$ cat config.mk
export PLATFORM = sky130hd
export DESIGN_NAME = single_button_cover_position_controller_flat
export DESIGN_NICKNAME = d
export VERILOG_FILES = /design/src/rtl/sbc_pkg.sv /design/src/rtl/sbc_if.sv /design/src/rtl/single_button_cover_position_controller.sv /design/src/rtl/sbc_div.sv /design/src/rtl/sbc_datapath.sv /design/src/rtl/sbc_ctrl.sv /design/src/flat_wrapper.sv
export SDC_FILE = /design/constraint.sdc
export NUM_CORES = 1
export LEC_CHECK = 0
export BUFFER_PORTS_ARGS = -buffer_cell sky130_fd_sc_hd__buf_2
export CAP_MARGIN = 20
export CORE_MARGIN = 3
export CORE_UTILIZATION = 60
export CTS_CLUSTER_SIZE = 40
export DETAILED_ROUTE_END_ITERATION = 12
export PLACE_DENSITY = 0.77
export SLEW_MARGIN = 10
export SYNTH_ARGS = -nofsm -noshare
export SYNTH_HDL_FRONTEND = slang
export SYNTH_HIERARCHICAL = 1
export SYNTH_SLANG_ARGS = --single-unit
$ cat constraint.sdc
create_clock -name clk -period 9.5 [get_ports clk]
set_clock_uncertainty 0.15 [all_clocks]
set_input_delay 0.475 -clock clk [delete_from_list [all_inputs] [get_ports clk]]
set_output_delay 0.475 -clock clk [all_outputs]
set_load 0.02 [all_outputs]
$ cat src/rtl/sbc_pkg.sv
// shared types, codes, widths and reset values for the cover position controller
// no dependencies; every other file imports this package

package sbc_pkg;

  localparam int CNT_W      = 24;
  localparam int POS_W      = 15;
  localparam int TGT_W      = 7;
  localparam int TIME_W     = 32;
  localparam int CFG16_W    = 16;
  localparam int CPH_W      = 12;
  localparam int TOL_W      = 7;
  localparam int CFG_IDX_W  = 4;
  localparam int CFG_DATA_W = 16;

  // non-negative part of a signed count is divided one quotient bit per cycle
  localparam int DIV_STEPS  = CNT_W - 1;
  localparam int DIV_CNT_W  = $clog2(DIV_STEPS + 1);

  typedef enum logic [1:0] {
    CMD_TICK   = 2'd0,
    CMD_STOP   = 2'd1,
    CMD_TARGET = 2'd2
  } cmd_code_t;

  typedef enum logic [1:0] {
    MOT_OPENING     = 2'd0,
    MOT_CLOSING     = 2'd1,
    MOT_STOP_OPENED = 2'd2,
    MOT_STOP_CLOSED = 2'd3
  } motion_t;

  typedef enum logic [1:0] {
    OP_IDLE    = 2'd0,
    OP_OPENING = 2'd1,
    OP_CLOSING = 2'd2
  } op_t;

  localparam logic [CFG_IDX_W-1:0] REG_MOTION_THRESHOLD = 4'd0;
  localparam logic [CFG_IDX_W-1:0] REG_STILL_MS         = 4'd1;
  localparam logic [CFG_IDX_W-1:0] REG_COUNTS_PER_HUND  = 4'd2;
  localparam logic [CFG_IDX_W-1:0] REG_LOCKOUT_MS       = 4'd3;
  localparam logic [CFG_IDX_W-1:0] REG_PULSE_MS         = 4'd4;
  localparam logic [CFG_IDX_W-1:0] REG_ENDPOINT_TO_MS   = 4'd5;
  localparam logic [CFG_IDX_W-1:0] REG_TRAVEL_TO_MS     = 4'd6;
  localparam logic [CFG_IDX_W-1:0] REG_ARRIVE_TOL       = 4'd7;

  localparam logic [CFG16_W-1:0] RST_MOTION_THRESHOLD = 16'd100;
  localparam logic [CFG16_W-1:0] RST_STILL_MS         = 16'd500;
  localparam logic [CPH_W-1:0]   RST_COUNTS_PER_HUND  = 12'd261;
  localparam logic [CFG16_W-1:0] RST_LOCKOUT_MS       = 16'd2000;
  localparam logic [CFG16_W-1:0] RST_PULSE_MS         = 16'd200;
  localparam logic [CFG16_W-1:0] RST_ENDPOINT_TO_MS   = 16'd6000;
  localparam logic [CFG16_W-1:0] RST_TRAVEL_TO_MS     = 16'd30000;
  localparam logic [TOL_W-1:0]   RST_ARRIVE_TOL       = 7'd5;

  localparam logic [DIV_STEPS-1:0] QUO_FLOOR = 23'd5;
  localparam logic [DIV_STEPS-1:0] QUO_CEIL  = 23'd32767;
  localparam logic [POS_W-1:0]     POS_MAX   = 15'd32767;

  localparam logic [TGT_W-1:0] TGT_SNAP_HIGH = 7'd90;
  localparam logic [TGT_W-1:0] TGT_SNAP_LOW  = 7'd10;
  localparam logic [TGT_W-1:0] TGT_OPEN      = 7'd100;
  localparam logic [TGT_W-1:0] TGT_CLOSED    = 7'd0;

  typedef struct packed {
    logic capture;
    logic div_start;
    logic do_motion;
    logic do_act;
    logic do_release;
    logic do_request;
    logic load_out;
  } sbc_cmd_t;

  typedef struct packed {
    logic in_is_tick;
    logic div_last;
  } sbc_stat_t;

endpackage

$ cat src/rtl/sbc_if.sv
// channel interfaces: input items, result items and the register write port
// depends on sbc_pkg for field widths

interface sbc_in_if import sbc_pkg::*; ();
  logic                     valid;
  logic                     ready;
  logic [1:0]               command;
  logic signed [CNT_W-1:0]  encoder_count;
  logic [TGT_W-1:0]         target_hundredths;

  modport source (output valid, command, encoder_count, target_hundredths, input ready);
  modport sink   (input valid, command, encoder_count, target_hundredths, output ready);
endinterface

interface sbc_out_if import sbc_pkg::*; ();
  logic             valid;
  logic             ready;
  logic             button_level;
  logic [1:0]       operation;
  logic [POS_W-1:0] position_hundredths;
  logic [1:0]       motion;
  logic             publish;

  modport source (output valid, button_level, operation, position_hundredths, motion,
                  publish, input ready);
  modport sink   (input valid, button_level, operation, position_hundredths, motion,
                  publish, output ready);
endinterface

interface sbc_cfg_if import sbc_pkg::*; ();
  logic                  valid;
  logic                  ready;
  logic [CFG_IDX_W-1:0]  index;
  logic [CFG_DATA_W-1:0] data;

  modport source (output valid, index, data, input ready);
  modport sink   (input valid, index, data, output ready);
endinterface

$ cat src/rtl/single_button_cover_position_controller.sv
// top level of the single-button cover position controller
// depends on sbc_pkg, the channel interfaces, sbc_ctrl and sbc_datapath
//
// Usage
//   in_ch  : one transaction per item: a 1 ms tick with an encoder count, a stop
//            request or a target request. One item is worked on at a time.
//   out_ch : exactly one result per item, in order, held in an output register.
//   cfg_ch : register writes, always ready; writes are to be taken only while no item
//            is in flight, which the user must ensure, as the block does not enforce it.
// Sequencing
//   a tick passes the 23-step serial divider that turns the count into hundredths,
//   then the motion, action, release and output states; a request passes the request
//   and output states. The next item is accepted once the sequencer is back in idle.
// Reset
//   synchronous active-low rst_n restores the register defaults, clears all timers,
//   sets motion to stopped after closing and the operation to idle.
// Stalls
//   a result waiting on out_ch does not block the next item from being accepted
//   and processed; that item then waits for the output register to empty.

module single_button_cover_position_controller import sbc_pkg::*; (
  input logic      clk,
  input logic      rst_n,
  sbc_in_if.sink   in_ch,
  sbc_out_if.source out_ch,
  sbc_cfg_if.sink  cfg_ch
);

  sbc_cmd_t  cmd;
  sbc_stat_t stat;

  sbc_ctrl u_ctrl (
    .clk       (clk),
    .rst_n     (rst_n),
    .in_valid  (in_ch.valid),
    .in_ready  (in_ch.ready),
    .out_valid (out_ch.valid),
    .out_ready (out_ch.ready),
    .cmd       (cmd),
    .stat      (stat)
  );

  sbc_datapath u_dp (
    .clk                     (clk),
    .rst_n                   (rst_n),
    .cfg                     (cfg_ch),
    .in_command              (in_ch.command),
    .in_encoder_count        (in_ch.encoder_count),
    .in_target_hundredths    (in_ch.target_hundredths),
    .cmd                     (cmd),
    .stat                    (stat),
    .out_button_level        (out_ch.button_level),
    .out_operation           (out_ch.operation),
    .out_position_hundredths (out_ch.position_hundredths),
    .out_motion              (out_ch.motion),
    .out_publish             (out_ch.publish)
  );

endmodule

$ cat src/rtl/sbc_div.sv
// serial restoring divider: unsigned count over counts per hundredth, one bit a cycle
// depends on sbc_pkg

module sbc_div import sbc_pkg::*; (
  input  logic                 clk,
  input  logic                 rst_n,
  input  logic                 start,
  input  logic [DIV_STEPS-1:0] dividend,
  input  logic [CPH_W-1:0]     divisor,
  output logic [DIV_STEPS-1:0] quotient,
  output logic                 last
);

  logic                 busy_r;
  logic [DIV_CNT_W-1:0] cnt_r;
  logic [CPH_W-1:0]     rem_r;
  logic [DIV_STEPS-1:0] quo_r;
  logic [CPH_W-1:0]     dsr_r;
  logic [CPH_W:0]       trial;
  logic [CPH_W:0]       diff;
  logic                 fits;

  always_comb begin
    trial = {rem_r, quo_r[DIV_STEPS-1]};
    diff  = trial - {1'b0, dsr_r};
    fits  = (trial >= {1'b0, dsr_r});
  end

  always_ff @(posedge clk) begin
    if (!rst_n) begin
      busy_r <= 1'b0;
      cnt_r  <= '0;
    end else if (start) begin
      busy_r <= 1'b1;
      cnt_r  <= DIV_CNT_W'(DIV_STEPS);
    end else if (busy_r) begin
      cnt_r <= cnt_r - 1'b1;
      if (cnt_r == DIV_CNT_W'(1)) begin
        busy_r <= 1'b0;
      end
    end
  end

  always_ff @(posedge clk) begin
    if (start) begin
      rem_r <= '0;
      quo_r <= dividend;
      // a zero divisor behaves as one
      dsr_r <= (divisor == '0) ? CPH_W'(1) : divisor;
    end else if (busy_r) begin
      rem_r <= fits ? diff[CPH_W-1:0] : trial[CPH_W-1:0];
      quo_r <= {quo_r[DIV_STEPS-2:0], fits};
    end
  end

  assign quotient = quo_r;
  assign last     = busy_r && (cnt_r == DIV_CNT_W'(1));

endmodule

$ cat src/rtl/sbc_datapath.sv
// datapath: register file, controller state, position, motion and button timing
// depends on sbc_pkg, sbc_cfg_if and sbc_div

module sbc_datapath import sbc_pkg::*; (
  input  logic                    clk,
  input  logic                    rst_n,
  sbc_cfg_if.sink                 cfg,
  input  logic [1:0]              in_command,
  input  logic signed [CNT_W-1:0] in_encoder_count,
  input  logic [TGT_W-1:0]        in_target_hundredths,
  input  sbc_cmd_t                cmd,
  output sbc_stat_t               stat,
  output logic                    out_button_level,
  output logic [1:0]              out_operation,
  output logic [POS_W-1:0]        out_position_hundredths,
  output logic [1:0]              out_motion,
  output logic                    out_publish
);

  // configuration registers
  logic [CFG16_W-1:0] thr_r, still_r, lockout_ms_r, pulse_r, endpoint_r, travel_r;
  logic [CPH_W-1:0]   cph_r;
  logic [TOL_W-1:0]   tol_r;

  // captured transaction
  logic [1:0]       cmd_r;
  logic [CNT_W-1:0] raw_r;
  logic [TGT_W-1:0] tgt_in_r;

  // controller state
  logic [TIME_W-1:0] time_r, last_move_r, deadline_r, lockout_r, release_r;
  logic [CNT_W-1:0]  last_cnt_r;
  logic [POS_W-1:0]  pos_r;
  motion_t           motion_r;
  op_t               op_r;
  logic [TGT_W-1:0]  target_r;
  logic              button_r;
  logic              pub_r;

  logic [DIV_STEPS-1:0] dividend, quotient;
  logic                 div_last;

  assign cfg.ready = 1'b1;

  always_ff @(posedge clk) begin
    if (!rst_n) begin
      thr_r        <= RST_MOTION_THRESHOLD;
      still_r      <= RST_STILL_MS;
      cph_r        <= RST_COUNTS_PER_HUND;
      lockout_ms_r <= RST_LOCKOUT_MS;
      pulse_r      <= RST_PULSE_MS;
      endpoint_r   <= RST_ENDPOINT_TO_MS;
      travel_r     <= RST_TRAVEL_TO_MS;
      tol_r        <= RST_ARRIVE_TOL;
    end else if (cfg.valid) begin
      case (cfg.index)
        REG_MOTION_THRESHOLD: thr_r        <= cfg.data;
        REG_STILL_MS:         still_r      <= cfg.data;
        REG_COUNTS_PER_HUND:  cph_r        <= cfg.data[CPH_W-1:0];
        REG_LOCKOUT_MS:       lockout_ms_r <= cfg.data;
        REG_PULSE_MS:         pulse_r      <= cfg.data;
        REG_ENDPOINT_TO_MS:   endpoint_r   <= cfg.data;
        REG_TRAVEL_TO_MS:     travel_r     <= cfg.data;
        REG_ARRIVE_TOL:       tol_r        <= cfg.data[TOL_W-1:0];
        default: ;
      endcase
    end
  end

  // negative counts always land below the floor, so divide zero instead
  assign dividend = in_encoder_count[CNT_W-1] ? '0 : in_encoder_count[DIV_STEPS-1:0];

  sbc_div u_div (
    .clk      (clk),
    .rst_n    (rst_n),
    .start    (cmd.div_start),
    .dividend (dividend),
    .divisor  (cph_r),
    .quotient (quotient),
    .last     (div_last)
  );

  assign stat.in_is_tick = (in_command == CMD_TICK);
  assign stat.div_last   = div_last;

  // motion stage terms
  logic [TIME_W-1:0] now_inc;
  logic [POS_W-1:0]  pos_calc;
  logic [CNT_W:0]    delta, delta_mag;
  logic              moved, still;

  always_comb begin
    now_inc = time_r + 1'b1;
    if (quotient < QUO_FLOOR) begin
      pos_calc = '0;
    end else if (quotient > QUO_CEIL) begin
      pos_calc = POS_MAX;
    end else begin
      pos_calc = quotient[POS_W-1:0];
    end
    delta     = {raw_r[CNT_W-1], raw_r} - {last_cnt_r[CNT_W-1], last_cnt_r};
    delta_mag = delta[CNT_W] ? (~delta + 1'b1) : delta;
    moved     = (delta_mag > {{(CNT_W+1-CFG16_W){1'b0}}, thr_r});
    still     = ((now_inc - last_move_r) > {{(TIME_W-CFG16_W){1'b0}}, still_r});
  end

  // act stage terms, time_r already holds the new time
  logic              pending, unlocked, matched, end_target, arrived;
  logic [POS_W:0]    err, err_mag;
  op_t               op_follow;

  always_comb begin
    pending  = (time_r < deadline_r);
    unlocked = (time_r > lockout_r);
    matched  = (motion_r == MOT_OPENING && op_r == OP_OPENING) ||
               (motion_r == MOT_CLOSING && op_r == OP_CLOSING) ||
               ((motion_r == MOT_STOP_OPENED || motion_r == MOT_STOP_CLOSED) &&
                op_r == OP_IDLE);
    end_target = (target_r == TGT_OPEN) || (target_r == TGT_CLOSED);
    err        = {{(POS_W+1-TGT_W){1'b0}}, target_r} - {1'b0, pos_r};
    err_mag    = err[POS_W] ? (~err + 1'b1) : err;
    arrived    = (err_mag < {{(POS_W+1-TOL_W){1'b0}}, tol_r});
    case (motion_r)
      MOT_OPENING: op_follow = OP_OPENING;
      MOT_CLOSING: op_follow = OP_CLOSING;
      default:     op_follow = OP_IDLE;
    endcase
  end

  // request terms
  logic [TGT_W-1:0] tgt_snap;

  always_comb begin
    if (tgt_in_r > TGT_SNAP_HIGH) begin
      tgt_snap = TGT_OPEN;
    end else if (tgt_in_r < TGT_SNAP_LOW) begin
      tgt_snap = TGT_CLOSED;
    end else begin
      tgt_snap = tgt_in_r;
    end
  end

  always_ff @(posedge clk) begin
    if (cmd.capture) begin
      cmd_r    <= in_command;
      raw_r    <= in_encoder_count;
      tgt_in_r <= in_target_hundredths;
    end
  end

  always_ff @(posedge clk) begin
    if (!rst_n) begin
      time_r      <= '0;
      last_cnt_r  <= '0;
      pos_r       <= '0;
      motion_r    <= MOT_STOP_CLOSED;
      op_r        <= OP_IDLE;
      target_r    <= '0;
      last_move_r <= '0;
      deadline_r  <= '0;
      lockout_r   <= '0;
      release_r   <= '0;
      button_r    <= 1'b0;
      pub_r       <= 1'b0;
    end else begin
      if (cmd.capture) begin
        pub_r <= 1'b0;
      end

      if (cmd.do_motion) begin
        time_r <= now_inc;
        pos_r  <= pos_calc;
        if (moved) begin
          last_cnt_r  <= raw_r;
          pub_r       <= 1'b1;
          motion_r    <= delta[CNT_W] ? MOT_CLOSING : MOT_OPENING;
          last_move_r <= now_inc;
        end else if (still) begin
          if (motion_r == MOT_OPENING) begin
            motion_r <= MOT_STOP_OPENED;
          end else if (motion_r == MOT_CLOSING) begin
            motion_r <= MOT_STOP_CLOSED;
          end
        end
      end

      if (cmd.do_act) begin
        if (pending) begin
          if (unlocked) begin
            if (!matched || (!end_target && arrived)) begin
              // button pulse
              lockout_r <= time_r + {{(TIME_W-CFG16_W){1'b0}}, lockout_ms_r};
              release_r <= time_r + {{(TIME_W-CFG16_W){1'b0}}, pulse_r};
              button_r  <= 1'b1;
            end
            if (matched && (end_target || arrived)) begin
              deadline_r <= '0;
            end
            if (matched && !end_target && arrived) begin
              op_r <= OP_IDLE;
            end
          end
        end else begin
          op_r <= op_follow;
          if (op_follow != op_r) begin
            pub_r <= 1'b1;
          end
        end
      end

      if (cmd.do_release) begin
        if (release_r != '0 && release_r < time_r) begin
          button_r  <= 1'b0;
          release_r <= '0;
        end
      end

      if (cmd.do_request) begin
        case (cmd_r)
          CMD_STOP: begin
            op_r       <= OP_IDLE;
            deadline_r <= time_r + {{(TIME_W-CFG16_W){1'b0}}, endpoint_r};
          end
          CMD_TARGET: begin
            target_r <= tgt_snap;
            if (tgt_snap == TGT_OPEN || tgt_snap == TGT_CLOSED) begin
              deadline_r <= time_r + {{(TIME_W-CFG16_W){1'b0}}, endpoint_r};
            end else begin
              deadline_r <= time_r + {{(TIME_W-CFG16_W){1'b0}}, travel_r};
            end
            op_r  <= ({{(POS_W-TGT_W){1'b0}}, tgt_snap} > pos_r) ? OP_OPENING : OP_CLOSING;
            pub_r <= 1'b1;
          end
          default: ;
        endcase
      end
    end
  end

  // result register
  always_ff @(posedge clk) begin
    if (cmd.load_out) begin
      out_button_level        <= button_r;
      out_operation           <= op_r;
      out_position_hundredths <= pos_r;
      out_motion              <= motion_r;
      out_publish             <= pub_r;
    end
  end

endmodule

$ cat src/rtl/sbc_ctrl.sv
// sequencer: steps a tick through divide, motion, action, release and output stages,
// and a request through request and output stages; depends on sbc_pkg

module sbc_ctrl import sbc_pkg::*; (
  input  logic      clk,
  input  logic      rst_n,
  input  logic      in_valid,
  output logic      in_ready,
  output logic      out_valid,
  input  logic      out_ready,
  output sbc_cmd_t  cmd,
  input  sbc_stat_t stat
);

  typedef enum logic [2:0] {
    ST_IDLE,
    ST_DIVIDE,
    ST_MOTION,
    ST_ACT,
    ST_RELEASE,
    ST_REQUEST,
    ST_OUTPUT
  } state_t;

  state_t state_r, state_nxt;
  logic   out_valid_r, out_valid_nxt;
  logic   slot_free;

  assign in_ready  = (state_r == ST_IDLE);
  assign out_valid = out_valid_r;
  assign slot_free = !out_valid_r || out_ready;

  always_comb begin
    state_nxt     = state_r;
    out_valid_nxt = out_valid_r && !out_ready;
    cmd           = '0;
    case (state_r)
      ST_IDLE: begin
        if (in_valid) begin
          cmd.capture = 1'b1;
          if (stat.in_is_tick) begin
            cmd.div_start = 1'b1;
            state_nxt     = ST_DIVIDE;
          end else begin
            state_nxt = ST_REQUEST;
          end
        end
      end
      ST_DIVIDE: begin
        if (stat.div_last) begin
          state_nxt = ST_MOTION;
        end
      end
      ST_MOTION: begin
        cmd.do_motion = 1'b1;
        state_nxt     = ST_ACT;
      end
      ST_ACT: begin
        cmd.do_act = 1'b1;
        state_nxt  = ST_RELEASE;
      end
      ST_RELEASE: begin
        cmd.do_release = 1'b1;
        state_nxt      = ST_OUTPUT;
      end
      ST_REQUEST: begin
        cmd.do_request = 1'b1;
        state_nxt      = ST_OUTPUT;
      end
      ST_OUTPUT: begin
        // hold until the result register is free or being emptied
        if (slot_free) begin
          cmd.load_out  = 1'b1;
          out_valid_nxt = 1'b1;
          state_nxt     = ST_IDLE;
        end
      end
      default: begin
        state_nxt = ST_IDLE;
      end
    endcase
  end

  always_ff @(posedge clk) begin
    if (!rst_n) begin
      state_r     <= ST_IDLE;
      out_valid_r <= 1'b0;
    end else begin
      state_r     <= state_nxt;
      out_valid_r <= out_valid_nxt;
    end
  end

endmodule

$ cat src/flat_wrapper.sv
// flat-port wrapper written by rule: the top's interface ports become plain ports
module single_button_cover_position_controller_flat import sbc_pkg::*;
  (clk, rst_n, in_ch_valid, in_ch_command, in_ch_encoder_count, in_ch_target_hundredths, in_ch_ready, out_ch_valid, out_ch_button_level, out_ch_operation, out_ch_position_hundredths, out_ch_motion, out_ch_publish, out_ch_ready, cfg_ch_valid, cfg_ch_index, cfg_ch_data, cfg_ch_ready);
  sbc_in_if in_ch_i ();
  sbc_out_if out_ch_i ();
  sbc_cfg_if cfg_ch_i ();
  input logic clk;
  input logic rst_n;
  input wire logic [$bits(in_ch_i.valid)-1:0] in_ch_valid;
  input wire logic [$bits(in_ch_i.command)-1:0] in_ch_command;
  input wire logic [$bits(in_ch_i.encoder_count)-1:0] in_ch_encoder_count;
  input wire logic [$bits(in_ch_i.target_hundredths)-1:0] in_ch_target_hundredths;
  output wire logic [$bits(in_ch_i.ready)-1:0] in_ch_ready;
  output wire logic [$bits(out_ch_i.valid)-1:0] out_ch_valid;
  output wire logic [$bits(out_ch_i.button_level)-1:0] out_ch_button_level;
  output wire logic [$bits(out_ch_i.operation)-1:0] out_ch_operation;
  output wire logic [$bits(out_ch_i.position_hundredths)-1:0] out_ch_position_hundredths;
  output wire logic [$bits(out_ch_i.motion)-1:0] out_ch_motion;
  output wire logic [$bits(out_ch_i.publish)-1:0] out_ch_publish;
  input wire logic [$bits(out_ch_i.ready)-1:0] out_ch_ready;
  input wire logic [$bits(cfg_ch_i.valid)-1:0] cfg_ch_valid;
  input wire logic [$bits(cfg_ch_i.index)-1:0] cfg_ch_index;
  input wire logic [$bits(cfg_ch_i.data)-1:0] cfg_ch_data;
  output wire logic [$bits(cfg_ch_i.ready)-1:0] cfg_ch_ready;
  assign in_ch_i.valid = in_ch_valid;
  assign in_ch_i.command = in_ch_command;
  assign in_ch_i.encoder_count = in_ch_encoder_count;
  assign in_ch_i.target_hundredths = in_ch_target_hundredths;
  assign in_ch_ready = in_ch_i.ready;
  assign out_ch_valid = out_ch_i.valid;
  assign out_ch_button_level = out_ch_i.button_level;
  assign out_ch_operation = out_ch_i.operation;
  assign out_ch_position_hundredths = out_ch_i.position_hundredths;
  assign out_ch_motion = out_ch_i.motion;
  assign out_ch_publish = out_ch_i.publish;
  assign out_ch_i.ready = out_ch_ready;
  assign cfg_ch_i.valid = cfg_ch_valid;
  assign cfg_ch_i.index = cfg_ch_index;
  assign cfg_ch_i.data = cfg_ch_data;
  assign cfg_ch_ready = cfg_ch_i.ready;
  single_button_cover_position_controller u_core (.clk(clk), .rst_n(rst_n), .in_ch(in_ch_i), .out_ch(out_ch_i), .cfg_ch(cfg_ch_i));
endmodule
==> results of run 1 <==
## layout by cell type (no fill, tap or decap), types with 15 or more instances in the layout
cell,synthesis,layout
dfxtp_1,349,349
mux2i_1,129,129
clkbuf_16,0,51
nand2b_1,30,30
a31oi_1,18,18
and3_1,20,19
buf_4,7,26
nand2_1,552,552
nor3_1,60,59
mux2_2,23,23
inv_1,273,272
and2_1,23,22
ha_1,284,284
nor2b_1,52,51
nand3_1,128,128
xor2_1,42,42
o211ai_1,40,40
dlygate4sd3_1,0,32
o21ai_0,133,133
o21a_1,36,36
a211oi_1,99,99
o21bai_1,15,15
a21o_1,93,93
xnor2_1,164,164
a21oi_1,253,252
edfxtp_1,89,89
or3_1,27,27
nand4_1,50,50
buf_2,8,79
nor2_1,228,226
nor4_1,38,38
## per-stage QoR
| step | util, % | std cells | worst slack, ns | hold slack [ns] |
|---|---|---|---|---|
| 2_1_floorplan | - | 3708 | 3.81 | 0.256 |
| 3_3_place_gp | 62.7 | 4288 | 3.26 | 0.268 |
| 3_5_place_dp | 62.7 | 4288 | 3.02 | 0.279 |
| 4_1_cts | 66.9 | 4414 | 3.01 | 0.0552 |
| 5_1_grt | 67.0 | 4417 | 2.43 | 0.0806 |
| 6_report | 67.0 | 4417 | 2.98 | 0.0834 |
## cells by family after synthesis
kind of cell | count (synthesis) | synth area share, %
AND/OR/NAND/NOR | 1276 | 19.6
AO/OA/AOI/OAI | 871 | 19.1
buffers and inverters | 471 | 6.08
flip-flops | 438 | 31.9
adder cells (fa/ha/maj) | 292 | 12.3
XOR/XNOR | 206 | 5.96
multiplexers | 153 | 5.15
other | 1 | 0.0124
## flip-flops by register name (all words and copies together), names as in the netlist, 3 cells and up
signal                               count
u_core/u_dp/deadline_r                  32
u_core/u_dp/last_move_r                 32
u_core/u_dp/lockout_r                   32
u_core/u_dp/release_r                   32
u_core/u_dp/time_r                      32
u_core/u_dp/last_cnt_r                  24
u_core/u_dp/raw_r                       24
u_core/u_dp/u_div/quotient              23
u_core/u_dp/endpoint_r                  16
u_core/u_dp/lockout_ms_r                16
u_core/u_dp/pulse_r                     16
u_core/u_dp/still_r                     16
u_core/u_dp/thr_r                       16
u_core/u_dp/travel_r                    16
u_core/u_dp/out_position_hundredths     15
u_core/u_dp/pos_r                       15
u_core/u_dp/cph_r                       12
u_core/u_dp/u_div/dsr_r                 12
u_core/u_dp/u_div/rem_r                 12
u_core/u_dp/target_r                     7
u_core/u_dp/tgt_in_r                     7
u_core/u_dp/tol_r                        7
u_core/u_dp/u_div/cnt_r                  5
u_core/u_ctrl/state_r                    3
## power by group through the flow
stage          clock (mW)  combinational (mW)  sequential [mW]
6_report             2.05                1.71             2.09
5_1_grt              2.14                1.89             2.10
4_1_cts              2.08                1.67             2.09
3_5_place_dp            0                1.65             2.13
3_3_place_gp            0                1.64             2.13
2_1_floorplan           0                1.29             2.10
## worst max-delay path by stage
stage                                             from                              endpoint  slack (ns)  cells past startpoint
floorplan           u_core/u_dp/time_r[1]$_SDFFE_PN0P_  u_core/u_dp/motion_r[1]$_SDFFE_PN1P_        3.81                     21
global placement    u_core/u_dp/time_r[1]$_SDFFE_PN0P_  u_core/u_dp/motion_r[1]$_SDFFE_PN1P_        3.26                     21
detailed placement  u_core/u_dp/time_r[1]$_SDFFE_PN0P_  u_core/u_dp/motion_r[1]$_SDFFE_PN1P_        3.02                     21
CTS                 u_core/u_dp/time_r[1]$_SDFFE_PN0P_  u_core/u_dp/motion_r[1]$_SDFFE_PN1P_        3.01                     21
global route        u_core/u_dp/time_r[1]$_SDFFE_PN0P_  u_core/u_dp/motion_r[1]$_SDFFE_PN1P_        2.43                     21
finish              u_core/u_dp/time_r[1]$_SDFFE_PN0P_  u_core/u_dp/motion_r[1]$_SDFFE_PN1P_        2.98                     21
## layout make-up
| cell class | count | area, um^2 |
|---|---|---|
| flip-flops and latches | 438 | 9660 |
| multi-input cells | 2799 | 18900 |
| inverters | 281 | 1060 |
| repair buffers | 140 | 965 |
| fillers | 4257 | 16300 |
| well taps | 664 | 831 |
| clock buffers | 69 | 1430 |
| diodes | 1 | 2.50 |
| clock inverters | 25 | 305 |
## layer usage
metal / wire length, um / share of wire (%)
met1: 39400 / 45
met2: 38300 / 44
met3: 7250 / 8.3
met4: 2720 / 3.1
met5: 54 / 0.062
## worst max-delay path, delay by kind of cell, from the launching register on
family                     cells  cell delay, ns
AOI/OAI and AO/OA              5            1.28
xor gates and xnor gates       1            0.17
adders and majority gates      2            0.60
buffers and inverters          1            0.20
DFF                            1            0.70
and+or+nand+nor               12            3.32
==> flow_metrics.env, run 1 <==
export IMPL_synth_edf_count=89
export IMPL_finalCriticalPeriod_ns=6.52
export IMPL_num_vias=27206
export IMPL_grt_pass1_vias=25345
export IMPL_post_synth_top_area_cell="dfxtp_1"
export IMPL_status="completed"
export IMPL_internal_power_mw=3.89
export IMPL_viasPerCell=6.16
export IMPL_slew_viol_final=0
export IMPL_hold_viol=0
export IMPL_timing_critical_path_cells="ha_1 > nand3_1 > nor4_1 > and3_1 > nand3_1 > nor4_1 > buf_4 > and2_0 > nand2_1 > xnor2_1 > ha_1 > a21oi_1 > o221a_2 > o211ai_1 > or4_1 > nor3_1 > nand2_1 > a2111oi_0 > nand4_1 > or4_1 > a21o_1"
export IMPL_setup_viol=0
export IMPL_core_rowCount=81
export IMPL_numCtsBuffers=50
export IMPL_yosysWarnings=6
export IMPL_gp_congestion=0.992
export IMPL_gr_max_usage_layer="met2"
export IMPL_cts_resized=0
export IMPL_clk_path_buf_depth=3
export IMPL_yosysSeqAreaShare_pct=31.9
export IMPL_required_ns=9.84
export IMPL_worstHoldPathType="input pin to register"
export IMPL_placed_area_mm2=0.0310
export IMPL_cts_sinks=438
export IMPL_holdBufCountCts=32
export IMPL_grt_pass1_wl_mm=139
export IMPL_cts_setup_buffers=0
export IMPL_power_total_mw=5.85
export IMPL_design_area_mm2=0.0331
export IMPL_p_comb_share_pct=29.2
export IMPL_root_buffer="clkbuf_16"
export IMPL_r2r_cells=21
export IMPL_wire_per_inst_um=19.9
export IMPL_start_kind="register"
export IMPL_die_height_um=231
export IMPL_min_to="u_core/u_dp/thr_r[7]$_SDFFE_PN0P_"
export IMPL_syn2layout_area_growth_pct=9.33
export IMPL_ant_nets=0
export IMPL_fmax_mhz=153
export IMPL_yosysMostFrequentCell="nand2_1"
export IMPL_p_sw_mw=1.95
export IMPL_min_period_over_period_pct=68.7
export IMPL_totalWireLength_mm=87.7
export IMPL_end_kind="register"
export IMPL_met2_usage_pct=50.3
export IMPL_ys_ff_latch=438
export IMPL_first_iter_violations=2577
export IMPL_grt_usage_pct=32.3
export IMPL_ys_types=100
export IMPL_yosysTopAreaCellShare_pct=23.1
export IMPL_start_util_pct=61.3
export IMPL_portBuffers=80
export IMPL_slew_headroom_pct=18.5
export IMPL_synthArstFlopShare_pct=0
export IMPL_hpwlAfterDp_mm=63.9
export IMPL_cts_htree_levels=2
export IMPL_reg2reg_from="u_core/u_dp/time_r[1]$_SDFFE_PN0P_"
export IMPL_yosys_top_cells_count="nand2_1, dfxtp_1, ha_1"
export IMPL_r2r_slack_ns=2.98
export IMPL_ys_top_cells_by_area="dfxtp_1, ha_1, edfxtp_1, nand2_1, xnor2_1"
export IMPL_met1_usage_pct=45.7
export IMPL_syn_avg_cell_area_um2=8.17
export IMPL_grt_max_degree=93
export IMPL_max_cap_viol_count=0
export IMPL_synth_fp_nets=4058
export IMPL_power_ir_vdd_worst_mv=0.161
export IMPL_die_x_um=231
export IMPL_p_leak_nw=13.8
export IMPL_core_area_mm2=0.0495
export IMPL_antenna_found_initial=5
export IMPL_top_level_ports=82
export IMPL_tightest_slew_ns=1.22
export IMPL_critPathKind="register to register"
export IMPL_rsz0062_at_grt="no"
export IMPL_drive_gt1_share_pct=7.14
export IMPL_grt_overflow_total=0
export IMPL_insertion_delay_ns=0.61
export IMPL_layout_nets=4060
export IMPL_hold_start="cfg_ch_data[7]"
export IMPL_clk_pin_slew_ns=0.06
export IMPL_use_met3_pct=5.71
export IMPL_whs_path_depth=3
export IMPL_arrival_ns=6.87
export IMPL_switching_share_pct=33.4
export IMPL_syn_inst=3708
export IMPL_r2r_end="u_core/u_dp/motion_r[1]$_SDFFE_PN1P_"
export IMPL_die_area_mm2=0.0532
export IMPL_cts_tree="yes"
export IMPL_drc=0
export IMPL_seqPwrFrac_pct=35.8
export IMPL_power_share_clock_pct=35.0
export IMPL_critical_path_slowest_cell="dfxtp_1"
export IMPL_syn_cell_area_mm2=0.0303
export IMPL_power_density_mw_per_mm2=177
export IMPL_finalSetupTns_ns=0
export IMPL_cp_slowest_stage_delay_ns=0.70
export IMPL_firstDrtPassIters=6
export IMPL_synth_ff_type="dfxtp_1"
export IMPL_path_max_fanout=14
No activity file was read; power rests on OpenSTA's default activity.
==> inputs of run 2 (changes only) <==
Settings changed: ABC_AREA set to 1, CORE_UTILIZATION 60 to 58, PLACE_DENSITY 0.77 to 0.78.
Clock period 9.5 ns to 5.62 ns, I/O delays scaled along.
==> flow_metrics.env, run 2 <==
export IMPL_status="completed"
export IMPL_portBuffers=80
export IMPL_grt_pass1_vias=27555
export IMPL_dp_cells=5324
export IMPL_critPathKind="register to register"
export IMPL_yosysSeqAreaShare_pct=30.7
export IMPL_synth_fp_nets=4991
export IMPL_final_common_cell="nand2_1"
export IMPL_r2r_cells=29
export IMPL_synth_ff_type="dfxtp_1"
export IMPL_min_period_over_period_pct=93.0
export IMPL_setup_viol=0
export IMPL_synth_adder_area_share_pct=11.8
export IMPL_totalWireLength_mm=96.7
export IMPL_wire_per_inst_um=17.7
export IMPL_clk_pin_slew_ns=0.06
export IMPL_finalCriticalPeriod_ns=5.23
export IMPL_clk_path_buf_depth=3
export IMPL_hpwlAfterDp_mm=69.9
export IMPL_insertedDiodeCount=0
export IMPL_core_area_mm2=0.0531
export IMPL_antenna_found_initial=1
export IMPL_syn_inst=4641
export IMPL_end_kind="register"
export IMPL_fmax_mhz=191
export IMPL_layoutNonFillerInstCount=5470
export IMPL_ys_types=56
export IMPL_hold_viol=0
export IMPL_drive_gt1_share_pct=7.24
export IMPL_syn_cell_area_mm2=0.0314
export IMPL_synth_top_family_by_area="simple AND/OR/NAND/NOR gates"
export IMPL_whs_path_depth=5
export IMPL_cts_setup_buffers=0
export IMPL_p_leak_nw=16.8
export IMPL_firstDrtPassIters=8
export IMPL_drc=0
export IMPL_synth_simple_gate_area_share_pct=29.1
export IMPL_yosysWarnings=6
export IMPL_design_area_mm2=0.0349
export IMPL_ys_ff_latch=438
export IMPL_arrival_ns=5.54
export IMPL_critical_path_slowest_cell="dfxtp_1"
export IMPL_start_kind="register"
export IMPL_cts_htree_levels=2
export IMPL_fill_cells=4802
export IMPL_synth_compound_area_share_pct=13.8
export IMPL_ant_nets=0
export IMPL_worstHoldPathType="input pin to register"
export IMPL_crit_top_cell="nand3_1"
export IMPL_rsz0062_at_grt="yes"
export IMPL_place_ws_ns=0.386
export IMPL_finalSetupTns_ns=0
export IMPL_slew_viol_final=0
export IMPL_cts_tree="yes"
export IMPL_grt_pass1_wl_mm=150
export IMPL_yosysTopAreaCellShare_pct=22.2
export IMPL_post_synth_top_area_cell="dfxtp_1"
export IMPL_max_cap_viol_count=0
export IMPL_grt_max_degree=102
export IMPL_die_area_mm2=0.0570
export IMPL_viasPerCell=5.70
export IMPL_synthXorXnorAreaFrac_pct=4.46
export IMPL_path_max_fanout=5
export IMPL_insertion_delay_ns=0.61
export IMPL_placed_area_mm2=0.0326
export IMPL_required_ns=5.93
export IMPL_die_height_um=239
export IMPL_cp_slowest_stage_delay_ns=0.41
export IMPL_grt_overflow_total=0
export IMPL_cts_sinks=438
export IMPL_core_rowCount=84
export IMPL_first_iter_violations=3280
export IMPL_start_util_pct=59.2
export IMPL_yosys_top_cells_count="nand2_1, inv_1, nor2_1"
export IMPL_layout_nets=5092
export IMPL_gp_congestion=0.993
export IMPL_synthArstFlopShare_pct=0
export IMPL_top_level_ports=82
export IMPL_num_vias=31206
export IMPL_syn_avg_cell_area_um2=6.77
export IMPL_tightest_slew_ns=1.06
export IMPL_slew_headroom_pct=28.9
export IMPL_setup_ws_ns=0.392
export IMPL_power_ir_vdd_worst_mv=0.364
export IMPL_die_x_um=239
export IMPL_syn2layout_area_growth_pct=11.0
export IMPL_yosysMostFrequentCell="nand2_1"
export IMPL_ys_top_cells_by_area="dfxtp_1, nand2_1, ha_1, edfxtp_1, inv_1"
export IMPL_synth_edf_count=89
export IMPL_most_common_layout_cells="nand2_1, inv_1, nor2_1"
export IMPL_grt_usage_pct=33.0
export IMPL_power_density_mw_per_mm2=638
export IMPL_synthMuxAreaShare_pct=0
export IMPL_numCtsBuffers=50
export IMPL_power_total_mw=22.2
export IMPL_root_buffer="clkbuf_16"
## run 2: worst paths after layout
path / from / endpoint / slack (ns)
max: u_core/u_dp/time_r[0]$_SDFFE_PN0P_ / u_core/u_dp/motion_r[0]$_SDFFE_PN1P_ / 0.39
min: cfg_ch_index[1] / u_core/u_dp/thr_r[6]$_SDFFE_PN1P_ / 0.05
max reg2reg: u_core/u_dp/time_r[0]$_SDFFE_PN0P_ / u_core/u_dp/motion_r[0]$_SDFFE_PN1P_ / 0.39
min reg2reg: u_core/u_dp/pos_r[4]$_SDFFE_PN0P_ / u_core/u_dp/out_position_hundredths[4]$_DFFE_PP_ / 0.28
## run 2: worst max-delay path: cells and delay by family, from the launching register on
family        cells  cell delay (ns)
flops             1             0.41
buf+inv           4             0.45
xor+xnor          1             0.26
simple gates     23             3.41
fa+ha+maj         1             0.38
## run 2: metal layers
layer  track usage [%]  up-vias  part of all wire (%)
met5                 0        -                 0.034
met4              11.9        4                   3.9
met3              6.24      225                    11
met2              48.5     1422                    41
met1              48.1    14185                    44
li1                  -    15370                     -
## run 2: cell families (layout without fill, tap and decap cells)
family	after synthesis	count (layout)
xor gates and xnor gates	160	160
and+or+nand+nor	2143	2143
DFF	438	438
adders and majority gates	292	292
buffers and inverters	803	944
other	1	1
AOI/OAI and AO/OA	804	804
## run 2: final cells by class
class / instances / area (um^2) / share of cell area, %
clock buffer: 67 / 1380 / 3.95
timing repair buffer: 194 / 1480 / 4.24
tap: 688 / 861 / 2.47
inverter: 658 / 2470 / 7.08
multi-input combinational: 3400 / 18700 / 53.5
sequential: 438 / 9660 / 27.7
clock inverter: 25 / 375 / 1.08
## run 2: power by group
group	switching, mW	leakage (nW)	internal, mW
clock	1.40	0.831	2.10
sequential	0.430	3.65	3.74
combinational	9.64	12.4	4.93
## run 2: what timing repair did
action | in CTS | in global routing
hold buffers | 52 | 0
endpoints found under the hold margin | 163 | 0
resized for setup | 0 | 6
endpoints found under the setup margin | 0 | 41
## run 2: through the flow
stage                     hold WS, ns  utilization (%)
after global placement          0.275             61.3
final                          0.0496             65.7
after floorplan                 0.230                -
after CTS                     0.00352             65.6
after global routing           0.0434             65.7
after detailed placement        0.263             61.3
